[config.mk]
export PLATFORM = sky130hd
export DESIGN_NAME = hilbert_fir_analytic_signal_core
export DESIGN_NICKNAME = d
export VERILOG_FILES = /design/src/rtl/hfa_pkg.sv /design/src/rtl/hilbert_fir_analytic_signal_core.sv /design/src/rtl/hfa_ram.sv /design/src/rtl/hfa_mac.sv
export SDC_FILE = /design/constraint.sdc
export NUM_CORES = 2
export LEC_CHECK = 0
export BUFFER_PORTS_ARGS = -buffer_cell sky130_fd_sc_hd__clkbuf_2
export CAP_MARGIN = 25
export CORE_MARGIN = 5
export CORE_UTILIZATION = 60
export CTS_BUF_LIST = sky130_fd_sc_hd__clkbuf_16
export DETAILED_ROUTE_END_ITERATION = 8
export HOLD_SLACK_MARGIN = 0.05
export PLACE_DENSITY = 0.77
export SYNTH_ARGS = -nofsm -noshare
export SYNTH_HDL_FRONTEND = slang
export SYNTH_HIERARCHICAL = 1
export SYNTH_SLANG_ARGS = --single-unit
[constraint.sdc]
create_clock -name clk -period 6.7 [get_ports clk]
set_input_delay 1.005 -clock clk [delete_from_list [all_inputs] [get_ports clk]]
set_output_delay 1.005 -clock clk [all_outputs]
set_load 0.1 [all_outputs]
[src/rtl/hfa_pkg.sv]
`default_nettype none

package hfa_pkg;

  // Default sizes of the block.
  localparam int MAX_TAPS_DEF    = 64;
  localparam int SAMPLE_BITS_DEF = 16;
  localparam int COEF_BITS_DEF   = 16;

  // Fixed field widths of the tap count register and the coefficient index.
  localparam int TAP_CNT_W  = 6;
  localparam int COEF_IDX_W = 6;

  localparam logic [TAP_CNT_W-1:0] TAP_CNT_RST = 6'd63;

  // Transaction kinds on the input channel.
  localparam logic REQ_SAMPLE = 1'b0;
  localparam logic REQ_COEF   = 1'b1;

  typedef enum logic [2:0] {
    ST_CLEAR,
    ST_IDLE,
    ST_READ,
    ST_LOAD,
    ST_MUL,
    ST_ACC,
    ST_DONE
  } hfa_state_t;

  // Controls from the sequencer to the serial multiply-accumulate unit.
  typedef struct packed {
    logic clr_acc;
    logic load;
    logic step;
    logic last_bit;
    logic accum;
  } hfa_mac_ctl_t;

endpackage

`default_nettype wire

[src/rtl/hilbert_fir_analytic_signal_core.sv]
// Hilbert FIR analytic-signal generator.
// Input channel (in_valid / in_ready) carries two kinds of transaction. With
// in_req_type low it is a sample: the sample enters the delay line and exactly
// one result transaction follows. With in_req_type high it is a coefficient
// write of in_coef_value to tap in_coef_index; it gives no result, and an
// index at or beyond MAX_TAPS is dropped.
// Result channel (out_valid / out_ready): out_real_part is the sample delayed
// by half the tap count, out_imag_part the Q1.15 FIR sum, rounded and
// saturated. cfg_wr_en / cfg_wr_data set the tap count; the user must write
// it only while the block idles, as the block itself does not enforce this.
// Timing: the filter runs one shared bit-serial multiplier, one coefficient
// bit per cycle. A sample passes ST_READ, then ST_LOAD, ST_MUL and ST_ACC
// for each tap in use (once with no taps), then ST_DONE; in_ready is high
// only in ST_IDLE, so no new transaction is taken until the sample is done.
// Reset: after rst_n is released, both memories are swept to zero over all
// MAX_TAPS addresses with in_ready low; the tap count returns to 63.
// Stall: the result waits in an output register; the block still accepts and
// works on the next sample, and holds its finished result until the register
// frees up.
`default_nettype none

module hilbert_fir_analytic_signal_core #(
  parameter int MAX_TAPS    = hfa_pkg::MAX_TAPS_DEF,
  parameter int SAMPLE_BITS = hfa_pkg::SAMPLE_BITS_DEF,
  parameter int COEF_BITS   = hfa_pkg::COEF_BITS_DEF
) (
  input  wire logic                                  clk,
  input  wire logic                                  rst_n,
  input  wire logic                                  in_valid,
  output logic                                       in_ready,
  input  wire logic                                  in_req_type,
  input  wire logic signed [SAMPLE_BITS-1:0]         in_sample,
  input  wire logic        [hfa_pkg::COEF_IDX_W-1:0] in_coef_index,
  input  wire logic signed [COEF_BITS-1:0]           in_coef_value,
  output logic                                       out_valid,
  input  wire logic                                  out_ready,
  output logic signed      [SAMPLE_BITS-1:0]         out_real_part,
  output logic signed      [SAMPLE_BITS-1:0]         out_imag_part,
  input  wire logic                                  cfg_wr_en,
  input  wire logic        [hfa_pkg::TAP_CNT_W-1:0]  cfg_wr_data
);

  import hfa_pkg::*;

  localparam int IW  = $clog2(MAX_TAPS);
  localparam int BCW = $clog2(COEF_BITS);

  hfa_state_t state_r, state_nxt;

  logic [TAP_CNT_W-1:0] cfg_taps_r, cfg_taps_nxt;
  logic [IW-1:0]        ptr_r, ptr_nxt;
  logic [IW-1:0]        clr_r, clr_nxt;
  logic [IW-1:0]        haddr_r, haddr_nxt;
  logic [TAP_CNT_W-1:0] kc_r, kc_nxt;
  logic [TAP_CNT_W-1:0] last_idx_r, last_idx_nxt;
  logic [TAP_CNT_W-1:0] delay_r, delay_nxt;
  logic                 zero_r, zero_nxt;
  logic                 last_r, last_nxt;
  logic [BCW-1:0]       bc_r, bc_nxt;
  logic                 out_valid_r, out_valid_nxt;

  // Payload registers, no reset.
  logic signed [SAMPLE_BITS-1:0] real_r, real_nxt;
  logic signed [SAMPLE_BITS-1:0] out_real_r, out_real_nxt;
  logic signed [SAMPLE_BITS-1:0] out_imag_r, out_imag_nxt;

  logic                   accept;
  logic [TAP_CNT_W-1:0]   taps_eff;
  logic                   bit_last;

  logic                   hist_we;
  logic [IW-1:0]          hist_waddr;
  logic [SAMPLE_BITS-1:0] hist_wdata;
  logic [SAMPLE_BITS-1:0] hist_rdata;
  logic                   coef_we;
  logic [IW-1:0]          coef_waddr;
  logic [COEF_BITS-1:0]   coef_wdata;
  logic [COEF_BITS-1:0]   coef_rdata;

  hfa_mac_ctl_t                  mac_ctl;
  logic signed [SAMPLE_BITS-1:0] mac_imag;

  assign in_ready      = (state_r == ST_IDLE);
  assign accept        = in_valid && in_ready;
  assign out_valid     = out_valid_r;
  assign out_real_part = out_real_r;
  assign out_imag_part = out_imag_r;
  assign bit_last      = (bc_r == BCW'(COEF_BITS - 1));

  // A tap count beyond the table depth is clamped to the depth.
  always_comb begin
    if (int'(cfg_taps_r) > MAX_TAPS) begin
      taps_eff = TAP_CNT_W'(MAX_TAPS);
    end else begin
      taps_eff = cfg_taps_r;
    end
  end

  always_comb begin
    state_nxt     = state_r;
    cfg_taps_nxt  = cfg_taps_r;
    ptr_nxt       = ptr_r;
    clr_nxt       = clr_r;
    haddr_nxt     = haddr_r;
    kc_nxt        = kc_r;
    last_idx_nxt  = last_idx_r;
    delay_nxt     = delay_r;
    zero_nxt      = zero_r;
    last_nxt      = last_r;
    bc_nxt        = bc_r;
    real_nxt      = real_r;
    out_real_nxt  = out_real_r;
    out_imag_nxt  = out_imag_r;
    out_valid_nxt = out_valid_r && !out_ready;

    mac_ctl = '0;

    hist_we    = 1'b0;
    hist_waddr = ptr_r;
    hist_wdata = in_sample;
    coef_we    = 1'b0;
    coef_waddr = IW'(in_coef_index);
    coef_wdata = in_coef_value;

    if (cfg_wr_en) begin
      cfg_taps_nxt = cfg_wr_data;
    end

    case (state_r)
      ST_CLEAR: begin
        hist_we    = 1'b1;
        hist_waddr = clr_r;
        hist_wdata = '0;
        coef_we    = 1'b1;
        coef_waddr = clr_r;
        coef_wdata = '0;
        clr_nxt    = clr_r + 1'b1;
        if (clr_r == IW'(MAX_TAPS - 1)) begin
          state_nxt = ST_IDLE;
        end
      end
      ST_IDLE: begin
        if (accept) begin
          if (in_req_type == REQ_COEF) begin
            coef_we = (int'(in_coef_index) < MAX_TAPS);
          end else begin
            // The sample is written now; the read of the newest entry
            // happens in the following cycle.
            hist_we         = 1'b1;
            haddr_nxt       = ptr_r;
            ptr_nxt         = (ptr_r == IW'(MAX_TAPS - 1)) ? '0 : ptr_r + 1'b1;
            kc_nxt          = '0;
            delay_nxt       = taps_eff >> 1;
            zero_nxt        = (taps_eff == '0);
            last_idx_nxt    = (taps_eff == '0) ? '0 : taps_eff - 1'b1;
            mac_ctl.clr_acc = 1'b1;
            state_nxt       = ST_READ;
          end
        end
      end
      ST_READ: begin
        state_nxt = ST_LOAD;
      end
      ST_LOAD: begin
        // Operands of tap kc_r are on the memory outputs. Advance the
        // addresses so the next tap is read during the multiply.
        mac_ctl.load = 1'b1;
        if (kc_r == delay_r) begin
          real_nxt = hist_rdata;
        end
        last_nxt  = (kc_r == last_idx_r);
        kc_nxt    = kc_r + 1'b1;
        haddr_nxt = (haddr_r == '0) ? IW'(MAX_TAPS - 1) : haddr_r - 1'b1;
        bc_nxt    = '0;
        state_nxt = ST_MUL;
      end
      ST_MUL: begin
        mac_ctl.step     = 1'b1;
        mac_ctl.last_bit = bit_last;
        bc_nxt           = bc_r + 1'b1;
        if (bit_last) begin
          state_nxt = ST_ACC;
        end
      end
      ST_ACC: begin
        // With no taps in use the single pass only fetches the real part.
        mac_ctl.accum = !zero_r;
        state_nxt     = last_r ? ST_DONE : ST_LOAD;
      end
      ST_DONE: begin
        if (!out_valid_r || out_ready) begin
          out_real_nxt  = real_r;
          out_imag_nxt  = mac_imag;
          out_valid_nxt = 1'b1;
          state_nxt     = ST_IDLE;
        end
      end
      default: begin
        state_nxt = ST_IDLE;
      end
    endcase
  end

  always_ff @(posedge clk) begin
    if (!rst_n) begin
      state_r     <= ST_CLEAR;
      cfg_taps_r  <= TAP_CNT_RST;
      ptr_r       <= '0;
      clr_r       <= '0;
      haddr_r     <= '0;
      kc_r        <= '0;
      last_idx_r  <= '0;
      delay_r     <= '0;
      zero_r      <= 1'b0;
      last_r      <= 1'b0;
      bc_r        <= '0;
      out_valid_r <= 1'b0;
    end else begin
      state_r     <= state_nxt;
      cfg_taps_r  <= cfg_taps_nxt;
      ptr_r       <= ptr_nxt;
      clr_r       <= clr_nxt;
      haddr_r     <= haddr_nxt;
      kc_r        <= kc_nxt;
      last_idx_r  <= last_idx_nxt;
      delay_r     <= delay_nxt;
      zero_r      <= zero_nxt;
      last_r      <= last_nxt;
      bc_r        <= bc_nxt;
      out_valid_r <= out_valid_nxt;
    end
  end

  always_ff @(posedge clk) begin
    real_r     <= real_nxt;
    out_real_r <= out_real_nxt;
    out_imag_r <= out_imag_nxt;
  end

  // Delay line, addressed as a circular buffer.
  hfa_ram #(
    .WIDTH (SAMPLE_BITS),
    .DEPTH (MAX_TAPS)
  ) u_hist_ram (
    .clk   (clk),
    .we    (hist_we),
    .waddr (hist_waddr),
    .wdata (hist_wdata),
    .raddr (haddr_r),
    .rdata (hist_rdata)
  );

  // Coefficient table.
  hfa_ram #(
    .WIDTH (COEF_BITS),
    .DEPTH (MAX_TAPS)
  ) u_coef_ram (
    .clk   (clk),
    .we    (coef_we),
    .waddr (coef_waddr),
    .wdata (coef_wdata),
    .raddr (IW'(kc_r)),
    .rdata (coef_rdata)
  );

  hfa_mac #(
    .SAMPLE_BITS (SAMPLE_BITS),
    .COEF_BITS   (COEF_BITS),
    .MAX_TAPS    (MAX_TAPS)
  ) u_mac (
    .clk       (clk),
    .ctl       (mac_ctl),
    .hist_data (hist_rdata),
    .coef_data (coef_rdata),
    .imag      (mac_imag)
  );

endmodule

`default_nettype wire

[src/rtl/hfa_ram.sv]
`default_nettype none

module hfa_ram #(
  parameter int WIDTH = 16,
  parameter int DEPTH = 64
) (
  input  wire logic                     clk,
  input  wire logic                     we,
  input  wire logic [$clog2(DEPTH)-1:0] waddr,
  input  wire logic [WIDTH-1:0]         wdata,
  input  wire logic [$clog2(DEPTH)-1:0] raddr,
  output logic      [WIDTH-1:0]         rdata
);

  logic [WIDTH-1:0] mem [DEPTH];
  logic [WIDTH-1:0] rdata_r;

  always_ff @(posedge clk) begin
    if (we) begin
      mem[waddr] <= wdata;
    end
    rdata_r <= mem[raddr];
  end

  assign rdata = rdata_r;

endmodule

`default_nettype wire

[src/rtl/hfa_mac.sv]
`default_nettype none

module hfa_mac #(
  parameter int SAMPLE_BITS = hfa_pkg::SAMPLE_BITS_DEF,
  parameter int COEF_BITS   = hfa_pkg::COEF_BITS_DEF,
  parameter int MAX_TAPS    = hfa_pkg::MAX_TAPS_DEF
) (
  input  wire logic                          clk,
  input  wire hfa_pkg::hfa_mac_ctl_t         ctl,
  input  wire logic signed [SAMPLE_BITS-1:0] hist_data,
  input  wire logic signed [COEF_BITS-1:0]   coef_data,
  output logic signed      [SAMPLE_BITS-1:0] imag
);

  import hfa_pkg::*;

  localparam int  PW      = SAMPLE_BITS + COEF_BITS;
  localparam int  ACC_RAW = SAMPLE_BITS + COEF_BITS + $clog2(MAX_TAPS);
  // The running sum is clamped at +-2^62 only when it could ever get there.
  localparam bit  SAT_EN  = (ACC_RAW > 64);
  localparam int  AW      = SAT_EN ? 64 : ACC_RAW;

  localparam logic signed [AW:0] RND  = (AW+1)'(1) << (COEF_BITS - 2);
  localparam logic signed [AW:0] Q_HI = ((AW+1)'(1) << (SAMPLE_BITS - 1)) - (AW+1)'(1);
  localparam logic signed [AW:0] Q_LO = -Q_HI - (AW+1)'(1);

  logic signed [PW-1:0]        mc_r, mc_nxt;
  logic        [COEF_BITS-1:0] mr_r, mr_nxt;
  logic signed [PW-1:0]        p_r, p_nxt;
  logic signed [AW-1:0]        acc_r, acc_nxt;

  logic signed [AW:0]   sum;
  logic signed [AW-1:0] sum_sat;
  logic signed [AW:0]   y;
  logic signed [AW:0]   q;

  assign sum = {acc_r[AW-1], acc_r} + {{(AW+1-PW){p_r[PW-1]}}, p_r};

  generate
    if (SAT_EN) begin : g_sat
      localparam logic signed [AW:0] LIM_HI = {{(AW-62){1'b0}}, 1'b1, 62'b0};
      localparam logic signed [AW:0] LIM_LO = -LIM_HI;
      always_comb begin
        if (sum > LIM_HI) begin
          sum_sat = LIM_HI[AW-1:0];
        end else if (sum < LIM_LO) begin
          sum_sat = LIM_LO[AW-1:0];
        end else begin
          sum_sat = sum[AW-1:0];
        end
      end
    end else begin : g_nosat
      assign sum_sat = sum[AW-1:0];
    end
  endgenerate

  // Shift-and-add multiply, one coefficient bit per cycle, LSB first.
  // The coefficient's sign bit carries negative weight, so it subtracts.
  always_comb begin
    mc_nxt  = mc_r;
    mr_nxt  = mr_r;
    p_nxt   = p_r;
    acc_nxt = acc_r;
    if (ctl.load) begin
      mc_nxt = {{COEF_BITS{hist_data[SAMPLE_BITS-1]}}, hist_data};
      mr_nxt = coef_data;
      p_nxt  = '0;
    end
    if (ctl.step) begin
      if (mr_r[0]) begin
        p_nxt = ctl.last_bit ? (p_r - mc_r) : (p_r + mc_r);
      end
      mc_nxt = mc_r <<< 1;
      mr_nxt = mr_r >> 1;
    end
    if (ctl.clr_acc) begin
      acc_nxt = '0;
    end
    if (ctl.accum) begin
      acc_nxt = sum_sat;
    end
  end

  always_ff @(posedge clk) begin
    mc_r  <= mc_nxt;
    mr_r  <= mr_nxt;
    p_r   <= p_nxt;
    acc_r <= acc_nxt;
  end

  // Round half up in Q1.15 terms, then clamp to the sample range.
  assign y = {acc_r[AW-1], acc_r} + RND;
  assign q = y >>> (COEF_BITS - 1);

  always_comb begin
    if (q > Q_HI) begin
      imag = Q_HI[SAMPLE_BITS-1:0];
    end else if (q < Q_LO) begin
      imag = Q_LO[SAMPLE_BITS-1:0];
    end else begin
      imag = q[SAMPLE_BITS-1:0];
    end
  end

endmodule

`default_nettype wire

==> flow_summary.json <==
{
  "synth_seq_cells": 2297,
  "setup_tns_ns": 0,
  "arrival_ns": 5.69,
  "p_clk_frac": 0.427,
  "drc": 0,
  "power.leakage_nw": 33.6,
  "finalClockSkew_ns": 0.0730,
  "postCtsSetupBuffers": 0,
  "required_ns": 7.39,
  "cts_buffer_depth": 3,
  "post-route-period-util": 0.747,
  "syn_area_per_cell_um2": 18.4,
  "initialDrtViolationCount": 7516,
  "max-cap-violations": 0,
  "wirelength_um": 220000,
  "hold_end": "cfg_taps_r[5]",
  "cts_tree": "yes",
  "postSynthNetCount": 5218,
  "yosysSeqAreaShare": 0.726,
  "fmax_mhz": 200,
  "synth_cell_types": 90,
  "portBuffers": 83,
  "boundaryPins": 84,
  "cts-root-buf": "clkbuf_16",
  "hp-start": "cfg_wr_data[5]",
  "routedWlPerCell_um": 29.1,
  "grt_max_degree": 128,
  "rr_worst_depth": 15,
  "dieArea_mm2": 0.164,
  "p_int_mw": 22.2,
  "crit_path_max_incr_delay_ns": 0.58,
  "cts_max_level": 4,
  "timing.rr.end": "u_mac/p_r[21]",
  "dp_hpwl_um": 128000,
  "syn2layout_area_growth_pct": 10.8,
  "cts_inserted_buffers": 216,
  "worstMarginPinSlew_ns": 1.11,
  "start_util": 0.605,
  "drive_gt1_frac": 0.214,
  "crit_type": "reg -> reg",
  "routabilityCongestion": 0.848,
  "grtUsageMet3": 0.0602,
  "cp-start-kind": "register",
  "instances_no_fill": 7566,
  "hp-class": "in -> reg",
  "grt_pass1_vias": 49000,
  "ys_warn_count": 6,
  "endpoint_kind": "register",
  "ant_nets": 0,
  "netlist_instances": 5088,
  "r2r-start": "state_r[2]",
  "swShare": 0.200,
  "slowest_stage": "dfxtp_1",
  "fin_nets": 5456,
  "ctsHoldBuffers": 0,
  "first_pass_iters": 6,
  "p_per_area_mw_per_mm2": 268,
  "hold_violations": 0,
  "syn-cell-area_mm2": 0.0934,
  "synth_edf_count": 2180,
  "slew_headroom": 0.257,
  "crit_path_cell_trace": "or3b_2 > nor2_2 > buf_4 > mux2i_1 > ha_1 > nor2b_1 > o31a_1 > o31a_1 > o31a_1 > or4_4 > a31oi_4 > o21ai_2 > a221oi_2 > xor2_1 > o21ai_1",
  "antenna_found_initial": 19,
  "holdPathStages": 3,
  "die_w_um": 405,
  "clkSinkCount": 2297,
  "grt_util_met2": 0.420,
  "coreArea_mm2": 0.154,
  "crit_path_frequent_cell": "o31a_1",
  "cts_resized": 0,
  "outcome": "complete, no violations",
  "met1_usage": 0.391,
  "vias_per_cell": 6.60,
  "r2r_slack_ns": 1.69,
  "rows": 144,
  "dp_cells": 7151,
  "grt_pass1_wl_um": 325000,
  "clkSlewWorstSetupHoldPaths_ns": 0.06,
  "p_sw_mw": 5.57,
  "vdd_drop_max_mv": 0.259,
  "startpoint": "state_r[2]",
  "async_flop_share": 0,
  "min_period_ns": 5.01,
  "grt_setup_unrepaired": "no",
  "ys_dominant_reg_cell": "edfxtp_1",
  "maxSlewViolCount": 0,
  "cp_max_fo": 14,
  "vias": 49900,
  "busiest_layer": "met2",
  "setup_violations": 0,
  "grt_overflow_total": 0,
  "die_h_um": 405,
  "pwr-share-seq": 0.562,
  "clk_latency_ns": 0.87,
  "combPwrFrac": 0.011,
  "grtUsageTotal": 0.269
}
## cell usage in the layout (no fill, tap or decap), types with 94 or more instances in the layout
cell       count
clkbuf_16    218
a21oi_1      143
nor2_1       260
edfxtp_1    2180
mux2i_1      179
mux4_2       440
buf_4        184
nand2_1      271
dfxtp_1      108
inv_1         94
## worst max path at each step
| stage | depth (start not counted) | slack [ns] | end |
|---|---|---|---|
| after floorplan | 17 | 2.16 | u_mac/p_r[21] |
| after global placement | 15 | 1.83 | u_mac/p_r[21] |
| after detailed placement | 15 | 1.74 | u_mac/p_r[21] |
| after CTS | 15 | 1.68 | u_mac/p_r[21] |
| after global routing | 15 | 1.39 | u_mac/p_r[21] |
| final | 15 | 1.69 | u_mac/p_r[21] |
## flip-flops by register name, summed over array words and instances, names as in the netlist, 3 cells and up
signal,cells
delay_r,5
clr_r,6
last_idx_r,6
u_mac/mr_r,16
u_coef_ram/rdata,16
haddr_r,6
real_r,16
state_r,3
ptr_r,6
u_hist_ram/mem,1024
u_hist_ram/rdata,16
u_mac/acc_r,38
u_mac/mc_r,32
kc_r,6
u_coef_ram/mem,1024
cfg_taps_r,6
out_real_part,16
out_imag_part,16
u_mac/p_r,32
bc_r,4
## cell families (layout without fill, tap and decap cells)
logic type               after synthesis  count (layout)  synth area share
flip-flops                          2297            2297             0.726
AND/OR/NAND/NOR                      943             943            0.0495
multiplexers                         696             696             0.136
AO/OA/AOI/OAI                        622             622            0.0456
buffers and inverters                319             747            0.0204
XOR/XNOR                             131             131            0.0123
adder cells (fa/ha/maj)               80              80            0.0109
other                                  0               6                 0
## metrics by stage
step	setup slack [ns]	cell area (µm²)	hold WS (ns)	total power, mW	util
final	1.69	104000	0.367	27.8	0.671
after floorplan	2.16	93400	0.400	16.0	-
after global routing	1.39	104000	0.362	28.6	0.670
after global placement	1.83	96500	0.403	16.2	0.625
after detailed placement	1.74	96500	0.406	16.2	0.625
after CTS	1.68	104000	0.320	27.9	0.670
## synth_stat cells, types with 12 or more instances
library cell	number	share of area
mux4_2	440	0.11
o21ai_1	28	0.0015
a211o_1	18	0.0017
a22o_1	26	0.0024
or3_1	15	0.0010
a221oi_1	36	0.0034
nand3_1	79	0.0042
xnor2_1	76	0.0071
buf_2	81	0.0043
dfxtp_1	117	0.025
a31oi_1	29	0.0019
a21o_1	42	0.0034
a211oi_1	26	0.0021
nand4_1	40	0.0027
buf_6	35	0.0042
edfxtp_1	2180	0.70
ha_1	78	0.010
nor2b_1	70	0.0047
a22oi_1	81	0.0065
a41oi_1	13	0.0012
clkbuf_1	92	0.0037
nand3b_1	38	0.0031
nor3_1	31	0.0017
o21a_1	14	0.0011
o21ai_0	72	0.0039
inv_1	49	0.0020
a21oi_1	143	0.0077
xor2_1	55	0.0052
a221o_1	12	0.0013
mux2i_1	179	0.019
nand2_1	272	0.011
and4_1	14	0.0013
buf_4	26	0.0021
and2_1	44	0.0029
nand2b_1	18	0.0012
a311oi_1	19	0.0018
nor2_1	263	0.011
mux2_2	69	0.0083
o21bai_1	14	0.0011
## power groups by stage
stage,Combinational [mW],Sequential (mW),Clock [mW]
final,0.303,15.6,11.9
after global routing,0.316,15.6,12.7
after CTS,0.295,15.6,12.0
after detailed placement,0.291,15.9,0
after global placement,0.285,15.9,0
after floorplan,0.148,15.9,0
## critical path, delay by kind of cell (launching register included)
kind / cells / cell delay (ns)
buffers and inverters: 1 / 0.27
and+or+nand+nor: 4 / 1.66
DFF: 1 / 0.58
muxes: 1 / 0.34
xor gates and xnor gates: 1 / 0.17
adders and majority gates: 1 / 0.29
AOI/OAI and AO/OA: 7 / 1.52
## per-layer routing
metal	vias to the layer above	wire (µm)
met5	-	91
met2	3002	104000
li1	21000	-
met1	25600	84700
met4	14	5390
met3	357	25300
## area by class of cell
class,count,area [µm²]
sequential,2297,67800
fill,9631,50900
multi-input combinational,2472,23800
clock buffer,218,5460
tap,2044,2560
timing repair buffer,285,2130
clock inverter,190,1510
inverter,54,203
antenna,6,15.0
Note: power is estimated with default switching activity, not from simulation.
